`config.mk`:
```
export PLATFORM = sky130hd
export DESIGN_NAME = peripheral_bus_device_selector
export DESIGN_NICKNAME = d
export VERILOG_FILES = /design/src/sv/pbds_pkg.sv /design/src/sv/pbds_core.sv /design/src/sv/peripheral_bus_device_selector.sv
export VERILOG_INCLUDE_DIRS = /design/src /design/src/sv
export SDC_FILE = /design/constraint.sdc
export NUM_CORES = 2
export LEC_CHECK = 0
export BUFFER_PORTS_ARGS = -buffer_cell sky130_fd_sc_hd__buf_2
export CORE_MARGIN = 8
export CORE_UTILIZATION = 42
export DETAILED_ROUTE_END_ITERATION = 16
export GPL_ROUTABILITY_DRIVEN = 0
export SYNTH_ARGS = -nofsm -noshare
export SYNTH_HDL_FRONTEND = slang
export SYNTH_SLANG_ARGS = --single-unit
```
`constraint.sdc`:
```
create_clock -name clk_i -period 3.6 [get_ports clk_i]
set_clock_uncertainty 0.2 [all_clocks]
set_input_delay 0.36 -clock clk_i [delete_from_list [all_inputs] [get_ports clk_i]]
set_output_delay 0.36 -clock clk_i [all_outputs]
set_load 0.1 [all_outputs]
```
`src/sv/peripheral_bus_device_selector_macros.svh`:
```
// Assertion macros shared by the peripheral bus device selector modules.
// Depends on nothing; included by the modules that carry assertions.
`ifndef PERIPHERAL_BUS_DEVICE_SELECTOR_MACROS_SVH
`define PERIPHERAL_BUS_DEVICE_SELECTOR_MACROS_SVH

// Same-cycle implication, disabled while reset is asserted.
`define PBDS_ASSERT_NOW(label, clk, rstn, ante, cons) \
  label: assert property (@(posedge clk) disable iff (!(rstn)) (ante) |-> (cons)) \
    else $error("pbds assertion failed");

// Next-cycle implication, disabled while reset is asserted.
`define PBDS_ASSERT_NEXT(label, clk, rstn, ante, cons) \
  label: assert property (@(posedge clk) disable iff (!(rstn)) (ante) |=> (cons)) \
    else $error("pbds assertion failed");

`endif

```
`src/sv/pbds_pkg.sv`:
```
// Package for the peripheral bus device selector: sizes, port and opcode
// codes, and the item and result structs. Depends on nothing.
package pbds_pkg;

  localparam int SlotCount = 16;
  localparam int DataWidth = 32;
  localparam int SlotW     = (SlotCount > 1) ? $clog2(SlotCount) : 1;
  localparam int StoreW    = (DataWidth < 32) ? DataWidth : 32;

  localparam int InTdataW  = 48;
  localparam int OutTdataW = 56;

  localparam logic [1:0] OpRead   = 2'd0;
  localparam logic [1:0] OpWrite  = 2'd1;
  localparam logic [1:0] OpAttach = 2'd2;

  localparam logic [2:0] PortSelect  = 3'd0;
  localparam logic [2:0] PortModelId = 3'd1;
  localparam logic [2:0] PortCommand = 3'd2;
  localparam logic [2:0] PortA       = 3'd3;
  localparam logic [2:0] PortB       = 3'd4;

  localparam logic [StoreW-1:0] CmdIrqEnable   = StoreW'(1);
  localparam logic [StoreW-1:0] CmdIrqClearAll = StoreW'(2);
  localparam logic [StoreW-1:0] CmdIrqDisable  = StoreW'(3);

  typedef struct packed {
    logic [3:0]  attach_slot;
    logic [31:0] write_data;
    logic [2:0]  port_offset;
    logic [1:0]  opcode;
  } item_t;

  typedef struct packed {
    logic [15:0] irq_enable_mask;
    logic        bus_error;
    logic [31:0] read_data;
  } result_t;

endpackage

```
`src/sv/pbds_core.sv`:
```
// Register file and access decode of the peripheral bus device selector.
// Depends on pbds_pkg and the assertion macro header.
`include "peripheral_bus_device_selector_macros.svh"

module pbds_core (
  input  logic             clk_i,
  input  logic             rst_ni,
  input  logic             fire_i,
  input  pbds_pkg::item_t  item_i,
  output pbds_pkg::result_t result_o
);

  logic [pbds_pkg::SlotW-1:0]     sel_q, sel_d;
  logic [pbds_pkg::SlotCount-1:0] present_q, present_d;
  logic [pbds_pkg::SlotCount-1:0] irq_q, irq_d;
  logic [pbds_pkg::StoreW-1:0]    model_q [pbds_pkg::SlotCount];
  logic [pbds_pkg::StoreW-1:0]    port_a_q [pbds_pkg::SlotCount];
  logic [pbds_pkg::StoreW-1:0]    port_b_q [pbds_pkg::SlotCount];

  logic                           model_we, port_a_we, port_b_we;
  logic [pbds_pkg::SlotW-1:0]     model_idx;
  logic [pbds_pkg::SlotW-1:0]     attach_idx;
  logic [pbds_pkg::StoreW-1:0]    data;
  logic [pbds_pkg::StoreW-1:0]    target;
  logic                           target_ok;
  logic                           attach_ok;
  logic                           present;
  logic [31:0]                    rd;
  logic                           err;

  assign data       = pbds_pkg::StoreW'(item_i.write_data);
  assign present    = present_q[sel_q];
  assign target     = port_b_q[0];
  assign target_ok  = 32'(target) < pbds_pkg::SlotCount;
  assign attach_idx = pbds_pkg::SlotW'(item_i.attach_slot);
  assign attach_ok  = 32'(item_i.attach_slot) < pbds_pkg::SlotCount;

  always_comb begin
    sel_d     = sel_q;
    present_d = present_q;
    irq_d     = irq_q;
    model_we  = 1'b0;
    port_a_we = 1'b0;
    port_b_we = 1'b0;
    model_idx = attach_idx;
    rd        = '0;
    err       = 1'b0;
    case (item_i.opcode)
      pbds_pkg::OpRead: begin
        case (item_i.port_offset)
          pbds_pkg::PortSelect:  rd = 32'(sel_q);
          pbds_pkg::PortModelId: rd = 32'(model_q[sel_q]);
          pbds_pkg::PortCommand: err = !present;
          pbds_pkg::PortA: begin
            if (present) rd = 32'(port_a_q[sel_q]);
            else err = 1'b1;
          end
          pbds_pkg::PortB: begin
            if (present) rd = 32'(port_b_q[sel_q]);
            else err = 1'b1;
          end
          default: err = 1'b1;
        endcase
      end
      pbds_pkg::OpWrite: begin
        case (item_i.port_offset)
          pbds_pkg::PortSelect: begin
            if (32'(data) < pbds_pkg::SlotCount) sel_d = pbds_pkg::SlotW'(data);
            else err = 1'b1;
          end
          pbds_pkg::PortModelId: err = 1'b1;
          pbds_pkg::PortCommand: begin
            if (!present) begin
              err = 1'b1;
            end else if (sel_q == '0) begin
              if (data == pbds_pkg::CmdIrqEnable && target_ok) begin
                irq_d[pbds_pkg::SlotW'(target)] = 1'b1;
              end else if (data == pbds_pkg::CmdIrqClearAll) begin
                irq_d = irq_q & ~(present_q & ~pbds_pkg::SlotCount'(1));
              end else if (data == pbds_pkg::CmdIrqDisable && target_ok) begin
                irq_d[pbds_pkg::SlotW'(target)] = 1'b0;
              end
            end
          end
          pbds_pkg::PortA: begin
            if (present) port_a_we = 1'b1;
            else err = 1'b1;
          end
          pbds_pkg::PortB: begin
            if (present) port_b_we = 1'b1;
            else err = 1'b1;
          end
          default: err = 1'b1;
        endcase
      end
      pbds_pkg::OpAttach: begin
        if (attach_ok) begin
          present_d[attach_idx] = 1'b1;
          model_we = 1'b1;
        end
      end
      default: ;
    endcase
  end

  assign result_o.read_data       = rd;
  assign result_o.bus_error       = err;
  assign result_o.irq_enable_mask = 16'(irq_d);

  always_ff @(posedge clk_i or negedge rst_ni) begin
    if (!rst_ni) begin
      sel_q     <= '0;
      present_q <= pbds_pkg::SlotCount'(1);
      irq_q     <= '0;
      for (int i = 0; i < pbds_pkg::SlotCount; i++) begin
        model_q[i]  <= '0;
        port_a_q[i] <= '0;
        port_b_q[i] <= '0;
      end
    end else if (fire_i) begin
      sel_q     <= sel_d;
      present_q <= present_d;
      irq_q     <= irq_d;
      if (model_we) model_q[model_idx] <= data;
      if (port_a_we) port_a_q[sel_q] <= data;
      if (port_b_we) port_b_q[sel_q] <= data;
    end
  end

  `PBDS_ASSERT_NOW(a_ctrl_present, clk_i, rst_ni, 1'b1, present_q[0])
  `PBDS_ASSERT_NOW(a_sel_range, clk_i, rst_ni, 1'b1, 32'(sel_q) < pbds_pkg::SlotCount)
  `PBDS_ASSERT_NEXT(a_attach_sets, clk_i, rst_ni,
                    fire_i && item_i.opcode == pbds_pkg::OpAttach && attach_ok,
                    present_q[$past(attach_idx)])

endmodule

```
`src/sv/peripheral_bus_device_selector.sv`:
```
// Peripheral bus device selector: stream front end around the register core.
// Depends on pbds_pkg, pbds_core and the assertion macro header.
//
// Usage: each beat on the slave stream is one bus access (read a port, write
// a port, or attach a device to a slot); each access yields exactly one beat
// on the master stream with the read data, an error flag and the interrupt
// enable mask as it stands after the access.
// The beat is captured in an input register, decoded by short logic against
// the slot registers, and the result lands in an output register. Master
// valid rises once the result is loaded into the output register, which
// follows the input register; throughput is one beat per cycle while the receiver does not stall.
// When the receiver stalls, the result waits in the output register and the
// input register still holds one further beat; after that, tready drops until
// the master side drains. State is updated only when a beat leaves the input
// register, so stalls never reorder or repeat accesses.
// Reset selects the controller slot, marks only the controller present and
// clears model ids, port values and interrupt enables; both streams go idle.
`include "peripheral_bus_device_selector_macros.svh"

module peripheral_bus_device_selector (
  input  logic                             clk_i,
  input  logic                             rst_ni,
  input  logic                             s_axis_tvalid_i,
  output logic                             s_axis_tready_o,
  // opcode[1:0], port_offset[4:2], write_data[36:5], attach_slot[40:37]
  input  logic [pbds_pkg::InTdataW-1:0]    s_axis_tdata_i,
  output logic                             m_axis_tvalid_o,
  input  logic                             m_axis_tready_i,
  // read_data[31:0], bus_error[32], irq_enable_mask[48:33]
  output logic [pbds_pkg::OutTdataW-1:0]   m_axis_tdata_o
);

  logic              in_vld_q;
  pbds_pkg::item_t   in_q;
  logic              out_vld_q;
  pbds_pkg::result_t out_q;
  pbds_pkg::result_t res;
  logic              adv;

  assign adv             = in_vld_q && (!out_vld_q || m_axis_tready_i);
  assign s_axis_tready_o = !in_vld_q || adv;

  always_ff @(posedge clk_i or negedge rst_ni) begin
    if (!rst_ni) begin
      in_vld_q <= 1'b0;
    end else if (s_axis_tready_o) begin
      in_vld_q <= s_axis_tvalid_i;
    end
  end

  always_ff @(posedge clk_i) begin
    if (s_axis_tready_o && s_axis_tvalid_i) begin
      in_q <= pbds_pkg::item_t'(s_axis_tdata_i[$bits(pbds_pkg::item_t)-1:0]);
    end
  end

  pbds_core u_core (
    .clk_i    (clk_i),
    .rst_ni   (rst_ni),
    .fire_i   (adv),
    .item_i   (in_q),
    .result_o (res)
  );

  always_ff @(posedge clk_i or negedge rst_ni) begin
    if (!rst_ni) begin
      out_vld_q <= 1'b0;
    end else if (adv) begin
      out_vld_q <= 1'b1;
    end else if (m_axis_tready_i) begin
      out_vld_q <= 1'b0;
    end
  end

  always_ff @(posedge clk_i) begin
    if (adv) out_q <= res;
  end

  assign m_axis_tvalid_o = out_vld_q;
  assign m_axis_tdata_o  = pbds_pkg::OutTdataW'(out_q);

  `PBDS_ASSERT_NOW(a_full_stall, clk_i, rst_ni,
                   in_vld_q && out_vld_q && !m_axis_tready_i, !s_axis_tready_o)
  `PBDS_ASSERT_NEXT(a_adv_loads, clk_i, rst_ni, adv, out_vld_q)
  `PBDS_ASSERT_NEXT(a_accept_fills, clk_i, rst_ni,
                    s_axis_tvalid_i && s_axis_tready_o, in_vld_q)

endmodule
```
# == Word level (Yosys, flattened, before mapping) ==
# Cells that the tools add are included.
# totals
output_inout_bits,58
wordCells,158
inputBits,52
regBits,1664
# op_classes
eq_ne,9
reduce_logical,25
n_bitwise,8
mux,45
magnitude_cmp,11
# op_table
cell,n
$bwmux W512,3
$bmux W32 S4,3
$mux W32,10
$demux W32 S4,2
$pmux W32 S4,1
$mux W16,7
$eq A32 B2 Y1 const B,2
$lt A32 B5 Y1 const B,2
$and A16 B16 Y16,2
$eq A32 B1 Y1 const B,1
$not A16 Y16,2
$or A16 B16 Y16,2
$lt A4 B5 Y1 const B,3
$mux W1,13
$ge A5 B5 Y1 const B,2
$lt A5 B1 Y1 const B,2
$not A4 Y5,2
$demux W1 S4,2
$ge A4 B1 Y1 const B,2
$logic_and A1 B1 Y1,8
$reduce_and A2 Y1,4
$eq A3 B2 Y1 const B,2
$bmux W1 S4,1
$logic_not A4 Y1,1
other kinds (14),19

# == Longest topological paths before layout ==
# depth
ltp_word,13
depth_mapped,10
ltp_nobuf,7

# == Hierarchy ==
# From an unflattened synthesis, not the netlist that was laid out.
# hier_totals
cells_unflattened,4714
area_unflattened_um2,75682.6
# by_module_without_submodules
mod,area_per_inst_um2,seq_area_each_um2,cells_per_inst,n_inst
pbds_core,72819.8,39339.0,4608,1
peripheral_bus_device_selector,2862.7,2752.6,106,1

# == Least setup slack after synthesis ==
# OpenSTA, ideal clock, no wires.
# synth_timing
kind,register to register
from,"register out_vld_q, in the netlist m_axis_tvalid_o"
to,register u_core.model_q[502] (netlist bit)
period_less_slack_ns,3.828
path_slack_ns,-0.228
required_ns,3.275
stages_incl_launch_ff,10
setup_ns,0.125
path_buffers,2
arrival_time_ns,3.503
path_cell_list,dfrtp_1 > nand2b_1 > nand2_1 > inv_2 > nand3b_1 > or3_1 > clkbuf_1 > nor3_1 > clkbuf_1 > mux2_2
# synth_via
elab_chain_cells,4
# synth_rtl
item,line_no,source
"start, declared",peripheral_bus_device_selector.sv:35,logic out_vld_q;
"start signal, assigned",peripheral_bus_device_selector.sv:67,out_vld_q <= 1'b0;
"start signal, assigned",peripheral_bus_device_selector.sv:69,out_vld_q <= 1'b1;
"start signal, assigned",peripheral_bus_device_selector.sv:71,out_vld_q <= 1'b0;
$logic_not A1 Y1,peripheral_bus_device_selector.sv:40,assign adv = in_vld_q && (!out_vld_q || m_axis_tready_i);
$logic_or A1 B1 Y1,peripheral_bus_device_selector.sv:40,
$logic_and A1 B1 Y1,peripheral_bus_device_selector.sv:40,
named net adv,peripheral_bus_device_selector.sv:38,logic adv;
$reduce_and A2 Y1 (no source line),-,
"end signal, assigned by index",pbds_core.sv:124,if (model_we) model_q[model_idx] <= data;
"end, declared",pbds_core.sv:16,logic [pbds_pkg::StoreW-1:0] model_q [pbds_pkg::SlotCount];
# The timed path passes the listed nets, and every way through them passes these cells.
# A chain may end at the register's enable or synchronous reset.

# == Final worst setup path ==
# layout_timing
from,register u_core.sel_q[0] (netlist bit)
to,register out_q (netlist bit m_axis_tdata_o[28]) (data pin)
# layout_via
elab_chain_cells,6
elab_cells_between_ends,15
cone_classes,14 x mux; 1 x bitwise
# layout_rtl
item,line_no,source
"start, declared",pbds_core.sv:13,"logic [pbds_pkg::SlotW-1:0] sel_q, sel_d;"
"start signal, assigned",pbds_core.sv:121,sel_q <= sel_d;
$not A4 Y5 (implied by the code),"pbds_core.sv:52, pbds_core.sv:55, pbds_core.sv:59",
$bmux W32 S4 (on tied branches),"pbds_core.sv:59, pbds_core.sv:55",
$mux W32 (on tied branches) (3 in a row),"pbds_core.sv:59, pbds_core.sv:55",
$pmux W32 S4 *,pbds_core.sv:50,case (item_i.port_offset)
"end signal, assigned",peripheral_bus_device_selector.sv:76,if (adv) out_q <= res;
"end, declared",peripheral_bus_device_selector.sv:36,pbds_pkg::result_t out_q;
# Mark *: on every way between the ends. The rest lies on a longest branch, timed or not. The select of a mux whose other input is x is not followed.

==> results.md <==
- The flow ran to the end, and the final reports show no timing, DRC or antenna violations.
- Of the total synthesized cell area, the portion taken by AND, OR, NAND and NOR gates is 0.0187.
- The clock transition time at the flip-flop clock pins of the worst setup and hold paths is 60 ps.
- The critical path arrival is 3840 ps.
- In the final routed layout, each cell accounts on average for 26.7 um.
- The number of design rule violations left after detail routing is 0.
- The number of cell rows is 154.
- The worst setup path is launched from a flip-flop.
- In the synthesized netlist, the number of instances is 4670.
- The die width is 436 um.
- The detailed router's first-iteration violation count is 2985.
- The area growth from synthesis to layout is 14.3%.
- Post-CTS timing repair inserted 0 buffers for setup.
- The initial antenna violation count is 2.
- The starting utilization of the core area is 0.422.
- The synthesized-area fraction occupied by adder cells is 0.
- The setup path with the least slack is of type reg -> reg.
- The compound-cell area share of the yosys netlist is 0.0252.
- In the final layout, the share of cells above drive strength 1 is 0.505.
- The count of input and output buffers is 95.
- The sum of negative setup slack is 0 ps.
- Setup repair after global routing left no endpoint under its margin.
- After synthesis, the share of flip-flops with an asynchronous set or reset is 0.946.
- STA classifies the critical path endpoint as a flip-flop.
- The count of flip-flops with a built-in enable after synthesis is 90.
- The final setup violation count is 0.
- The final layout contains 4815 nets.
- The path class of the tightest hold or removal check is in -> reg.
- Buffers inserted during clock tree synthesis total 175.
- The worst-case headroom to the max-slew limit is 0.161.
- The quantity of hold-fixing buffers added after cts is 47.
- The placement-stage cell area is 78500 um^2.
- The worst path meets setup with 108 ps of slack.
- The number of vias after detailed routing is 41800.
- The launch point of the critical path is u_core.sel_q[0].
- Excluding fillers, the count of instances in the completed layout stands at 7245.
- The die outline height is 436 um.
- The global-route usage over all layers is 0.202.
- TritonCTS built the clock tree.
- The mapped netlist covers 74200 um^2.
- In this run the critical register-to-register path is launched from u_core.sel_q[0].
- Dividing the synthesized area by the synthesized cell count gives 15.9 um^2.
- The XOR/XNOR share of the synthesized area is 0.
- For the pin with the worst max-slew slack, the measured transition is 1240 ps.
- The count of inserted antenna diode cells is 0.
- The highest clock frequency the design can meet is 0.286 GHz.
- Counting I/O delays and the setup requirement, the final critical path takes 3490 ps.
- The number of pins with negative max-slew slack in the final report was 0.
- For met3 alone, demand over resource in global routing was 0.0305.
- Clock tree synthesis found a total of 1664 sinks.
- Summed over all layers, the global routing overflow is 0.
- The routed design has 194000 um of wire.
- The maximum number of buffers from clock root to sink is 3.
- The maximum fanout encountered on the critical timing path is 20.
- The placeable core region is 176000 um^2.
- The via count of the first global-routing pass is 44700.
- The startpoint identified for the worst hold timing path is s_axis_tdata_i[1].
- The standby leakage power is 39.8 nW.
- The layer with the highest usage after global routing is met2.
- The worst hold slack after final layout is 75.8 ps.
- The worst register-to-register path has a depth of 8.
- The cell count of the worst hold path is 2.
- The number of placed instances, taps included is 6879.
- The H-tree was split into 4 levels.
- Ranked by total cell area, the synthesized netlist is headed by sky130_fd_sc_hd__dfrtp_1 53%, sky130_fd_sc_hd__mux2_2 21%, sky130_fd_sc_hd__mux4_2 13%, sky130_fd_sc_hd__edfxtp_1 3.6%, sky130_fd_sc_hd__mux2_1 2.6%.
- The finished cells cover 84900 um^2.
- The worst-case IR drop observed on VDD is 0.447 mV.
- The first-pass GRT wire length is 296000 um.
- For this design the ratio of total power to cell area is 494 nW/um^2.
- For this design the top-level I/O count stands at 110.
- Dividing the final minimum period by the clock period gives 0.970.
- The post-synthesis sequential element count is 1664.
- The dominant cell type by area after synthesis is sky130_fd_sc_hd__dfrtp_1.
- The sequential cell area fraction in the yosys report is 0.567.
- The pin count of the biggest net entering global routing is 130.
- The distinct cell type count after synthesis is 55.
- The die covers 190000 um^2.
- The Yosys warning count is 0.
- The most instantiated flip-flop cell in the synthesis netlist is sky130_fd_sc_hd__dfrtp_1.
- The number of instances resized during post-cts repair is 0.
- The number of hold violations in the final report is 0.
- The root buffer selected by CTS is sky130_fd_sc_hd__clkbuf_16.
- The largest family of logic cells by synthesized area is multiplexers.
- In the global route stage, met1 resource usage came out at 0.287.
- In this run the remaining antenna-violating nets after routing total 0.
- STA puts the critical path data required time at 3950 ps.
- The detailed placer's ending HPWL is 116000 um.
- The number of search-and-repair iterations in the first detailed-routing pass is 5.
- Across the run, the number of max-cap violations was 0.
- Of the post-synthesis cell area, the dominant cell type holds 0.530.
- For this run, global-route usage on met2 was measured as 0.329.
- After detailed routing, the number of vias per cell comes to 5.76.
- The source-to-sink clock delay at the later pin of the worst-skew pair is 810 ps.
- Timing analysis after detailed placement gives a worst setup slack of 138 ps.
- The portion of synthesized area spent on multiplexers is 0.362.
synthesized netlist by cell type (7+ instances only):
cell type	n
sky130_fd_sc_hd__dfrtp_1	1573
sky130_fd_sc_hd__mux2_2	1374
sky130_fd_sc_hd__mux4_2	417
sky130_fd_sc_hd__clkbuf_1	293
sky130_fd_sc_hd__mux2_1	172
sky130_fd_sc_hd__a22oi_1	151
sky130_fd_sc_hd__buf_2	118
sky130_fd_sc_hd__nand2_1	118
sky130_fd_sc_hd__a21oi_1	94
sky130_fd_sc_hd__edfxtp_1	90
sky130_fd_sc_hd__buf_1	51
sky130_fd_sc_hd__nand3_1	31
sky130_fd_sc_hd__nor2_1	18
sky130_fd_sc_hd__inv_1	16
sky130_fd_sc_hd__nand3_2	14
sky130_fd_sc_hd__nor4_1	14
sky130_fd_sc_hd__o22ai_1	14
sky130_fd_sc_hd__nor2b_1	12
sky130_fd_sc_hd__buf_4	10
sky130_fd_sc_hd__nor3_1	9
sky130_fd_sc_hd__o21ai_0	9
sky130_fd_sc_hd__nand2b_1	7
sky130_fd_sc_hd__nand4_1	7
routing by layer:
| metal | up-vias | wire length [um] |
|---|---|---|
| li1 | 17700 | - |
| met1 | 23100 | 88000 |
| met2 | 765 | 93400 |
| met3 | 243 | 7760 |
| met4 | 0 | 4440 |
| met5 | - | 0 |
logic make-up (layout without fill, tap and decap cells):
group,Yosys count,in the layout
buf+inv,490,719
mux,1967,1967
compound gates,285,285
flops,1664,1664
simple gates,263,263
other cells,1,7
placed cells by master, fill, tap and decap left out, drive strengths merged, types with 3 or more instances in the layout:
cell,synthesis,final
dfrtp,1573,1573
clkinvlp,0,5
and4,4,4
or2,4,4
and2,5,5
mux2i,4,4
bufinv,0,9
o21ai,10,10
a22oi,151,151
dlygate4sd3,0,46
nor2b,12,12
mux2,1546,1546
o22ai,14,14
mux4,417,417
nor3b,3,3
nor4,14,14
and3,4,4
edfxtp,90,90
clkbuf,293,264
clkinv,1,39
inv,17,20
nand2b,7,7
nor2,18,18
a31oi,3,3
nor3,10,10
a21oi,94,94
buf,179,336
nand2,118,118
nand3,45,45
conb,1,7
nor4b,6,6
nand4,7,7
power breakdown:
part	internal (mW)	switching (mW)	total, mW
Combinational	1.48	1.73	3.21
Sequential	19.9	0.517	20.4
Clock	10.8	7.54	18.3
registers in the layout, summed over array words and instances, names as in the netlist, 16 cells and up:
name              count
in_q                 41
m_axis_tdata_o       49
u_core.irq_q         16
u_core.model_q      512
u_core.port_a_q     512
u_core.port_b_q     480
u_core.present_q     16
u_core.target        32
path summary, 6_finish.rpt:
path | slack [ps] | endpoint
max reg2reg | 110 | m_axis_tdata_o[28]
min reg2reg | 280 | u_core.port_b_q[445]
min in group asynchronous | 500 | u_core.port_b_q[162]
max in group asynchronous | 1700 | u_core.port_a_q[219]
max | 110 | m_axis_tdata_o[28]
min | 80 | in_q[1]
critical path: stages (launching register included):
cell	delay, ps
sky130_fd_sc_hd__dfrtp_4	580
sky130_fd_sc_hd__mux2_1	250
sky130_fd_sc_hd__o221ai_1	110
sky130_fd_sc_hd__o32a_1	390
sky130_fd_sc_hd__nor2_4	670
sky130_fd_sc_hd__buf_4	390
sky130_fd_sc_hd__a22oi_1	100
sky130_fd_sc_hd__buf_4	180
sky130_fd_sc_hd__a21oi_1	340
per-stage QoR:
| stage | utilization | power, mW |
|---|---|---|
| final | 0.482 | 41.9 |
| after global routing | 0.482 | 43.5 |
| after CTS | 0.482 | 42.4 |
| after detailed placement | 0.446 | 24.0 |
| after global placement | 0.446 | 23.8 |
| after floorplan | - | 22.7 |
cell type report:
| class | instances | area (um^2) |
|---|---|---|
| clock buffer | 264 | 5290 |
| clock inverter | 55 | 553 |
| fill | 15100 | 91100 |
| inverter | 18 | 71.3 |
| multi-input combinational | 2522 | 30300 |
| sequential | 1664 | 42100 |
| tap | 2340 | 2930 |
| timing repair buffer | 382 | 3580 |
Note: power is estimated with default switching activity, not from simulation.
